==> src/matrix_vector_product_unit_macros.svh <==
// Assertion macros shared by the matrix-vector product unit modules.
// No dependencies; included by files that carry concurrent checks.
`ifndef MATRIX_VECTOR_PRODUCT_UNIT_MACROS_SVH
`define MATRIX_VECTOR_PRODUCT_UNIT_MACROS_SVH

// Same-cycle implication, disabled while reset is high.
`define MVP_ASSERT_NOW(label, clk, rst, ante, cons, msg) \
   label: assert property (@(posedge clk) disable iff (rst) (ante) |-> (cons)) \
      else $error(msg);

// Next-cycle implication, disabled while reset is high.
`define MVP_ASSERT_NEXT(label, clk, rst, ante, cons, msg) \
   label: assert property (@(posedge clk) disable iff (rst) (ante) |=> (cons)) \
      else $error(msg);

`endif

==> src/mvp_pkg.sv <==
// Shared constants and types for the matrix-vector product unit.
// No dependencies.
package mvp_pkg;

   localparam int MAX_ORDER   = 16;
   localparam int IDX_W       = $clog2(MAX_ORDER);
   localparam int CNT_W       = $clog2(MAX_ORDER + 1);
   localparam int CFG_W       = 5;
   localparam int VALUE_W     = 32;
   localparam int ROW_W       = 4;
   localparam int QUEUE_DEPTH = 4;
   localparam int QPTR_W      = $clog2(QUEUE_DEPTH);

   localparam logic MODE_VECTOR = 1'b0;
   localparam logic MODE_MATRIX = 1'b1;

   localparam logic [CFG_W-1:0] SIZE_RESET = CFG_W'(16);

   // One matrix element, classified by the front end.
   typedef struct packed {
      logic signed [VALUE_W-1:0] value;
      logic [VALUE_W-1:0]        coef;
      logic                      first;
      logic                      end_of_row;
      logic [ROW_W-1:0]          row;
      logic                      last;
   } op_type;

endpackage

==> src/mvp_ifs.sv <==
// Valid/ready channel interfaces for the request and response beats.
// Depends on mvp_pkg.
interface mvp_req_if;
   logic                               valid;
   logic                               ready;
   logic                               mode;
   logic signed [mvp_pkg::VALUE_W-1:0] value;

   modport source (output valid, output mode, output value, input ready);
   modport sink (input valid, input mode, input value, output ready);
endinterface

interface mvp_rsp_if;
   logic                               valid;
   logic                               ready;
   logic signed [mvp_pkg::VALUE_W-1:0] product;
   logic [mvp_pkg::ROW_W-1:0]          row_index;
   logic                               last_of_run;

   modport source (output valid, output product, output row_index, output last_of_run,
                   input ready);
   modport sink (input valid, input product, input row_index, input last_of_run,
                 output ready);
endinterface

==> src/mvp_front.sv <==
// Front end: order register, vector store, row/column counters; tags matrix beats.
// Depends on mvp_pkg, mvp_ifs and the assertion macros.
`include "matrix_vector_product_unit_macros.svh"

module mvp_front (
   input  logic                      clock,
   input  logic                      reset,
   input  logic                      csr_wr_en,
   input  logic [mvp_pkg::CFG_W-1:0] csr_wr_data,
   mvp_req_if.sink                   req,
   input  logic                      queue_full,
   output logic                      push_valid,
   output mvp_pkg::op_type           push_op
);
   import mvp_pkg::*;

   logic [CFG_W-1:0]   size_ff;
   logic [CNT_W-1:0]   fill_ff, fill_in;
   logic [IDX_W-1:0]   col_ff, col_in;
   logic [IDX_W-1:0]   row_ff, row_in;
   logic [VALUE_W-1:0] store_ff [MAX_ORDER];

   logic [CNT_W-1:0] order;
   logic [CNT_W-1:0] slot;
   logic             accept;
   logic             end_of_row;
   logic             last_row;

   assign req.ready = !queue_full;
   assign accept    = req.valid && req.ready;

   // Zero behaves as one, oversize saturates.
   always_comb begin
      if (size_ff == '0) begin
         order = CNT_W'(1);
      end else if (int'(size_ff) > MAX_ORDER) begin
         order = CNT_W'(MAX_ORDER);
      end else begin
         order = CNT_W'(size_ff);
      end
   end

   assign slot       = (fill_ff >= order) ? '0 : fill_ff;
   assign end_of_row = (CNT_W'(col_ff) + CNT_W'(1)) >= order;
   assign last_row   = (CNT_W'(row_ff) + CNT_W'(1)) >= order;

   always_comb begin
      fill_in = fill_ff;
      col_in  = col_ff;
      row_in  = row_ff;
      if (accept) begin
         case (req.mode)
            MODE_VECTOR: begin
               fill_in = slot + CNT_W'(1);
               col_in  = '0;
               row_in  = '0;
            end
            MODE_MATRIX: begin
               if (end_of_row) begin
                  col_in = '0;
                  row_in = last_row ? '0 : row_ff + IDX_W'(1);
               end else begin
                  col_in = col_ff + IDX_W'(1);
               end
            end
            default: begin
               fill_in = fill_ff;
            end
         endcase
      end
   end

   assign push_valid         = accept && (req.mode == MODE_MATRIX);
   assign push_op.value      = req.value;
   assign push_op.coef       = store_ff[col_ff];
   assign push_op.first      = (col_ff == '0);
   assign push_op.end_of_row = end_of_row;
   assign push_op.row        = ROW_W'(row_ff);
   assign push_op.last       = last_row;

   always_ff @(posedge clock) begin
      if (reset) begin
         size_ff <= SIZE_RESET;
         fill_ff <= '0;
         col_ff  <= '0;
         row_ff  <= '0;
      end else begin
         if (csr_wr_en) begin
            size_ff <= csr_wr_data;
         end
         fill_ff <= fill_in;
         col_ff  <= col_in;
         row_ff  <= row_in;
      end
   end

   always_ff @(posedge clock) begin
      if (accept && (req.mode == MODE_VECTOR)) begin
         store_ff[slot[IDX_W-1:0]] <= req.value;
      end
   end

   `MVP_ASSERT_NOW(a_fill_bounded, clock, reset, 1'b1, int'(fill_ff) <= MAX_ORDER,
      "vector fill count beyond store depth")
   `MVP_ASSERT_NEXT(a_vector_restarts, clock, reset,
      accept && (req.mode == MODE_VECTOR), (col_ff == '0) && (row_ff == '0),
      "vector beat did not restart the counters")
   `MVP_ASSERT_NOW(a_push_needs_room, clock, reset, push_valid, !queue_full,
      "push into a full queue")

endmodule

==> src/mvp_queue.sv <==
// Small FIFO between front end and multiply-accumulate back end.
// Depends on mvp_pkg and the assertion macros.
`include "matrix_vector_product_unit_macros.svh"

module mvp_queue (
   input  logic            clock,
   input  logic            reset,
   input  logic            push,
   input  mvp_pkg::op_type push_op,
   output logic            full,
   output logic            pop_valid,
   output mvp_pkg::op_type pop_op,
   input  logic            pop
);
   import mvp_pkg::*;

   op_type            slots_ff [QUEUE_DEPTH];
   logic [QPTR_W-1:0] wr_ptr_ff, rd_ptr_ff;
   logic [QPTR_W:0]   count_ff, count_in;
   logic              do_push, do_pop;

   assign full      = (int'(count_ff) == QUEUE_DEPTH);
   assign pop_valid = (count_ff != '0);
   assign pop_op    = slots_ff[rd_ptr_ff];
   assign do_push   = push && !full;
   assign do_pop    = pop && pop_valid;

   always_comb begin
      count_in = count_ff;
      if (do_push && !do_pop) begin
         count_in = count_ff + (QPTR_W+1)'(1);
      end else if (do_pop && !do_push) begin
         count_in = count_ff - (QPTR_W+1)'(1);
      end
   end

   always_ff @(posedge clock) begin
      if (reset) begin
         wr_ptr_ff <= '0;
         rd_ptr_ff <= '0;
         count_ff  <= '0;
      end else begin
         if (do_push) begin
            wr_ptr_ff <= wr_ptr_ff + QPTR_W'(1);
         end
         if (do_pop) begin
            rd_ptr_ff <= rd_ptr_ff + QPTR_W'(1);
         end
         count_ff <= count_in;
      end
   end

   always_ff @(posedge clock) begin
      if (do_push) begin
         slots_ff[wr_ptr_ff] <= push_op;
      end
   end

   `MVP_ASSERT_NOW(a_count_bounded, clock, reset, 1'b1, int'(count_ff) <= QUEUE_DEPTH,
      "queue count overflow")
   `MVP_ASSERT_NOW(a_ptr_gap, clock, reset, 1'b1,
      QPTR_W'(wr_ptr_ff - rd_ptr_ff) == count_ff[QPTR_W-1:0],
      "queue pointers disagree with count")
   `MVP_ASSERT_NEXT(a_pop_drains, clock, reset, do_pop && !do_push && (count_ff == (QPTR_W+1)'(1)),
      !pop_valid, "last entry popped but queue still shows data")

endmodule

==> src/mvp_back.sv <==
// Back end: registered multiply, accumulate, and a result output register.
// Depends on mvp_pkg, mvp_ifs and the assertion macros.
`include "matrix_vector_product_unit_macros.svh"

module mvp_back (
   input  logic            clock,
   input  logic            reset,
   input  logic            pop_valid,
   input  mvp_pkg::op_type pop_op,
   output logic            pop,
   mvp_rsp_if.source       rsp
);
   import mvp_pkg::*;

   logic               mul_v_ff;
   logic [VALUE_W-1:0] prod_ff, prod_in;
   logic               first_ff, eor_ff, last_ff;
   logic [ROW_W-1:0]   row_ff;
   logic [VALUE_W-1:0] acc_ff, sum;
   logic               out_v_ff;
   logic [VALUE_W-1:0] out_sum_ff;
   logic [ROW_W-1:0]   out_row_ff;
   logic               out_last_ff;
   logic               mul_adv, mul_load;

   // A row end may only leave the multiply stage when the output slot frees up.
   assign mul_adv  = mul_v_ff && (!eor_ff || !out_v_ff || rsp.ready);
   assign mul_load = pop_valid && (!mul_v_ff || mul_adv);
   assign pop      = mul_load;

   // Wrap to 32 bits; low product bits do not depend on signedness.
   assign prod_in = VALUE_W'(pop_op.value * pop_op.coef);
   assign sum     = (first_ff ? '0 : acc_ff) + prod_ff;

   always_ff @(posedge clock) begin
      if (reset) begin
         mul_v_ff <= 1'b0;
         out_v_ff <= 1'b0;
      end else begin
         if (mul_load) begin
            mul_v_ff <= 1'b1;
         end else if (mul_adv) begin
            mul_v_ff <= 1'b0;
         end
         if (mul_adv && eor_ff) begin
            out_v_ff <= 1'b1;
         end else if (rsp.ready) begin
            out_v_ff <= 1'b0;
         end
      end
   end

   always_ff @(posedge clock) begin
      if (mul_load) begin
         prod_ff  <= prod_in;
         first_ff <= pop_op.first;
         eor_ff   <= pop_op.end_of_row;
         row_ff   <= pop_op.row;
         last_ff  <= pop_op.last;
      end
      if (mul_adv) begin
         acc_ff <= sum;
         if (eor_ff) begin
            out_sum_ff  <= sum;
            out_row_ff  <= row_ff;
            out_last_ff <= last_ff;
         end
      end
   end

   assign rsp.valid       = out_v_ff;
   assign rsp.product     = out_sum_ff;
   assign rsp.row_index   = out_row_ff;
   assign rsp.last_of_run = out_last_ff;

   `MVP_ASSERT_NEXT(a_row_end_held, clock, reset,
      mul_v_ff && eor_ff && out_v_ff && !rsp.ready, mul_v_ff && eor_ff,
      "row end dropped while result stalled")
   `MVP_ASSERT_NOW(a_empty_stage_loads, clock, reset, pop_valid && !mul_v_ff, pop,
      "idle multiply stage did not take a queued beat")
   `MVP_ASSERT_NOW(a_no_overwrite, clock, reset, out_v_ff && !rsp.ready, !(mul_adv && eor_ff),
      "pending result overwritten")

endmodule

==> src/matrix_vector_product_unit.sv <==
// Matrix-vector product unit, streamed: vector beats load the store, matrix beats accumulate.
// A row's last matrix beat passes the queue, the multiply register and the output register to rsp_bus.
// Throughput: one request beat per cycle while the queue is not full; the single multiply stage sets the rate.
// A 4-entry queue decouples intake from the multiply-accumulate pipeline.
// Reset (synchronous) clears counters, queue and pipeline, sets the order to 16;
// vector store contents stay undefined until written.
module matrix_vector_product_unit (
   input  logic                      clock,
   input  logic                      reset,
   input  logic                      csr_wr_en,
   input  logic [mvp_pkg::CFG_W-1:0] csr_wr_data,
   mvp_req_if.sink                   req_bus,
   mvp_rsp_if.source                 rsp_bus
);
   import mvp_pkg::*;

   logic   push_valid, queue_full, pop_valid, pop;
   op_type push_op, pop_op;

   mvp_front u_front (
      .clock       (clock),
      .reset       (reset),
      .csr_wr_en   (csr_wr_en),
      .csr_wr_data (csr_wr_data),
      .req         (req_bus),
      .queue_full  (queue_full),
      .push_valid  (push_valid),
      .push_op     (push_op)
   );

   mvp_queue u_queue (
      .clock     (clock),
      .reset     (reset),
      .push      (push_valid),
      .push_op   (push_op),
      .full      (queue_full),
      .pop_valid (pop_valid),
      .pop_op    (pop_op),
      .pop       (pop)
   );

   mvp_back u_back (
      .clock     (clock),
      .reset     (reset),
      .pop_valid (pop_valid),
      .pop_op    (pop_op),
      .pop       (pop),
      .rsp       (rsp_bus)
   );

endmodule
==> src/flat_wrapper.sv <==
// flat-port wrapper written by rule: the top's interface ports become plain ports
module matrix_vector_product_unit_flat import mvp_pkg::*;
  (clock, reset, csr_wr_en, csr_wr_data, req_bus_valid, req_bus_mode, req_bus_value, req_bus_ready, rsp_bus_valid, rsp_bus_product, rsp_bus_row_index, rsp_bus_last_of_run, rsp_bus_ready);
  mvp_req_if req_bus_i ();
  mvp_rsp_if rsp_bus_i ();
  input  logic clock;
  input  logic reset;
  input  logic csr_wr_en;
  input  logic [mvp_pkg::CFG_W-1:0] csr_wr_data;
  input wire logic [$bits(req_bus_i.valid)-1:0] req_bus_valid;
  input wire logic [$bits(req_bus_i.mode)-1:0] req_bus_mode;
  input wire logic [$bits(req_bus_i.value)-1:0] req_bus_value;
  output wire logic [$bits(req_bus_i.ready)-1:0] req_bus_ready;
  output wire logic [$bits(rsp_bus_i.valid)-1:0] rsp_bus_valid;
  output wire logic [$bits(rsp_bus_i.product)-1:0] rsp_bus_product;
  output wire logic [$bits(rsp_bus_i.row_index)-1:0] rsp_bus_row_index;
  output wire logic [$bits(rsp_bus_i.last_of_run)-1:0] rsp_bus_last_of_run;
  input wire logic [$bits(rsp_bus_i.ready)-1:0] rsp_bus_ready;
  assign req_bus_i.valid = req_bus_valid;
  assign req_bus_i.mode = req_bus_mode;
  assign req_bus_i.value = req_bus_value;
  assign req_bus_ready = req_bus_i.ready;
  assign rsp_bus_valid = rsp_bus_i.valid;
  assign rsp_bus_product = rsp_bus_i.product;
  assign rsp_bus_row_index = rsp_bus_i.row_index;
  assign rsp_bus_last_of_run = rsp_bus_i.last_of_run;
  assign rsp_bus_i.ready = rsp_bus_ready;
  matrix_vector_product_unit u_core (.clock(clock), .reset(reset), .csr_wr_en(csr_wr_en), .csr_wr_data(csr_wr_data), .req_bus(req_bus_i), .rsp_bus(rsp_bus_i));
endmodule
==> config.mk <==
export PLATFORM = sky130hd
export DESIGN_NAME = matrix_vector_product_unit_flat
export DESIGN_NICKNAME = d
export VERILOG_FILES = /design/src/mvp_pkg.sv /design/src/mvp_ifs.sv /design/src/mvp_front.sv /design/src/mvp_queue.sv /design/src/mvp_back.sv /design/src/matrix_vector_product_unit.sv /design/src/flat_wrapper.sv
export VERILOG_INCLUDE_DIRS = /design/src /design/src/src
export SDC_FILE = /design/constraint.sdc
export NUM_CORES = 2
export LEC_CHECK = 0
export BUFFER_PORTS_ARGS = -buffer_cell sky130_fd_sc_hd__buf_2
export CORE_UTILIZATION = 35
export CTS_CLUSTER_DIAMETER = 100
export CTS_CLUSTER_SIZE = 12
export DETAILED_ROUTE_END_ITERATION = 16
export GPL_TIMING_DRIVEN = 0
export PLACE_DENSITY = 0.57
export SLEW_MARGIN = 20
export SYNTH_ARGS = -nofsm -noshare
export SYNTH_HDL_FRONTEND = slang
export SYNTH_HIERARCHICAL = 1
export SYNTH_SLANG_ARGS = --single-unit
==> constraint.sdc <==
create_clock -name clock -period 8.1 [get_ports clock]
set_input_delay 0.405 -clock clock [delete_from_list [all_inputs] [get_ports clock]]
set_output_delay 0.405 -clock clock [all_outputs]
set_load 0.1 [all_outputs]
==> summary.md <==
| Metric | Value |
|---|---|
| Vias in the first global route | 30100 |
| DRC Markers | 0 |
| Htree depth | 3 |
| Fin crit share | 97.1% |
| Grt met3 use | 2.84% |
| DP HPWL | 94600 um |
| XOR/XNOR share of the synthesized area | 1.97% |
| Root Driver | clkbuf_16 |
| ANT cells | 0 |
| Area of the multi-input gates | 22200 um^2 |
| Die height | 389 um |
| Syn nets | 4092 |
| Number of I/O pins | 82 |
| GPL Wtd Cong | 0.902 |
| Synth Area in Adders | 19.9% |
| Final setup TNS | 0 ns |
| Largest family of logic cells by synthesized area | adder cells |
| Die ar. | 152000 um^2 |
| Worst hold path depth | 1 |
| Share of cells above drive strength 1 | 18.6% |
| WL/cell | 22.7 um |
| Most common cell on crit path | fa_1 |
| Hold path startpoint | req_bus_value[20] |
| Core area | 148000 um^2 |
| Reg area | 27800 um^2 |
| R2R Setup Slk | 0.24 ns |
| CTS clock-pin slew for the worst setup and hold paths | 0.06 ns |
| Clock Latency Late Sink | 0.73 ns |
| Nets | 4353 |
| Hold/Removal Path Class | input port to flip-flop |
| FFs w/ async S/R, synth | 0% |
| R2R cell count | 26 |
| Slew Limit Fails | 0 |
| Area delta synth->final | 13.2% |
| Synth Area in Compound Gates | 2.56% |
| Critical path class | flip-flop to flip-flop |
| Pin count of the biggest net entering global routing | 46 |
| Critical path peak fanout | 10 |
| Clk sinks | 937 |
| DRT iter0 DRCs | 2135 |
| Slew @ Worst Pin | 0.960 ns |
| Avg Inst Size Synth | 15.2 um^2 |
| EDFF count, synth | 904 |
| CP startpoint kind | flip-flop |
| Max-slew headroom | 36.0% |
| Crit path required time | 8.52 ns |
| # Max-Cap Violations | 0 |
| Number of synthesis warnings | 6 |
| Main synth FF type | edfxtp_1 |
| Initial antenna violation count | 10 |
| CP arrival | 8.29 ns |
| First-pass GRT wire length | 196000 um |
| DRT antenna net count | 0 |
| Critical path's slowest cell | mux4_2 |
| Multiplexer area fraction after synthesis | 10.1% |
| Num CTS Buffers | 90 |
| CTS tree | yes |
| Synthesized area | 52500 um^2 |
| Delay-heaviest family, CP | adder cells |
| Mapped Cells | 3460 |
| Worst-case clock buffer depth | 3 |
| Setup violators final | 0 |
| PortBufs | 80 |
| Synth Area in Simple Gates | 7.39% |
| Top cells by area, synth | edfxtp_1 52%, fa_1 16%, mux4_2 9.7% |
| Drt total wl | 131000 um |
| Filler instances | 13600 |
| Clk_skew | 0.0528 ns |
| Drt via density | 4.97 |
| Reg-to-Reg End | u_core/u_back/prod_ff[31] |
| Final Hold Viols | 0 |
| Grt met1 use | 23.6% |
| Gr busiest metal | met2 |
| Number of synthesized register bits | 937 |
| Max Freq | 127 MHz |
| Post-synthesis cell type count | 73 |
| Commonest non-fill, non-tap cell in the layout | edfxtp_1 |
| Critical Path End Type | flip-flop |
| Global route total overflow | 0 |
| Status | finished clean |
| Worst path max stage delay | 0.58 ns |
| Drt first pass iters | 5 |
| Initial core utilization | 35.4% |
| Die Wd | 389 um |
| GR Util met2 | 28.8% |
| Yosys top cell area share | 51.7% |
| Worst Hold End | u_core/u_front/store_ff[9][20] |
| Total GRT Usage | 17.5% |
| FP Rows | 141 |
| Fin crit period | 7.86 ns |
| Most frequent cells in the layout | 904 x edfxtp_1, 427 x inv_1, 408 x fa_1 |
| Dominant cell type by area after synthesis | edfxtp_1 |
| Via count | 28600 |
| Register area share after synthesis | 53.0% |
| Worst Path Buf+Inv | 8 |
[registers in the layout, indices dropped and copies added (netlist names), 5 cells and up, named ones only]
name,cells
u_core/u_back/rsp.product,32
u_core/u_front/size_ff,5
u_core/u_front/fill_ff,5
u_core/u_front/store_ff,512
u_core/u_queue/slots_ff,284
u_core/u_back/acc_ff,32
u_core/u_back/prod_ff,32
[cell type report]
type | instances | area share [%]
clock inverter | 13 | 0.469
timing repair buffer | 186 | 2.56
inverter | 427 | 2.70
sequential | 937 | 46.8
clock buffer | 114 | 3.94
tap | 2002 | 4.21
buffer | 166 | 1.99
multi-input combinational | 1913 | 37.3
[metal layers]
metal  up-vias  wire (um)
met4        10       4330
met2       789      62800
met3       216       6940
met1     15100      56800
met5         -         60
li1      12500          -
[cells in the mapped netlist (all sizes together), types with 7 or more instances]
library cell,number
edfxtp,904
inv,427
fa,410
nand2,305
and2,279
mux4,231
ha,179
clkbuf,99
xnor2,88
buf,83
nor2,61
a21oi,60
nor2b,40
dfxtp,33
o21ai,31
xor2,30
a21o,28
nand2b,17
nor3,16
nand3,15
o21a,14
and3,10
a211oi,8
o211ai,8
a21boi,7
a31oi,7
mux2i,7
or3,7
[logic make-up after synthesis]
| kind of cell | Yosys count |
|---|---|
| mux | 238 |
| buf+inv | 610 |
| xor+xnor | 118 |
| simple gates | 769 |
| compound gates | 199 |
| fa+ha+maj | 589 |
| flops | 937 |
[worst max path at each step]
stage	end	slack [ns]	depth (start not counted)	start
2_1_floorplan	u_core/u_back/prod_ff[26]	0.60	25	flip-flop
3_3_place_gp	u_core/u_front/store_ff[12][20]	-1.48	8	u_core/u_front/fill_ff[0]
3_5_place_dp	u_core/u_back/prod_ff[31]	-1.30	28	flip-flop
4_1_cts	u_core/u_back/prod_ff[31]	0.01	27	flip-flop
5_1_grt	u_core/u_back/prod_ff[30]	-0.003	26	flip-flop
6_report	u_core/u_back/prod_ff[31]	0.24	26	flip-flop
[per-stage QoR]
stage	cell area, um^2	worst slack (ns)	instances	util [%]	hold slack [ns]
3_3_place_gp	55400	-1.48	5542	37.3	0.404
6_report	59400	0.238	5758	40.1	0.0602
3_5_place_dp	56300	-1.30	5598	37.9	0.405
2_1_floorplan	52500	0.603	3460	-	0.400
5_1_grt	59400	-0.00263	5758	40.1	0.0448
4_1_cts	59100	0.0111	5730	39.8	0.00602
[what timing repair did]
action	CTS	global route
endpoints found under the setup margin	16	10
pin swaps	5	7
setup buffers	11	33
endpoints found under the hold margin	7	0
hold buffers	6	0
resized for setup	58	97
Power is left out: the tool's default activity adds up to more than one toggle a clock period on the data nets, which glitch-free logic cannot reach.
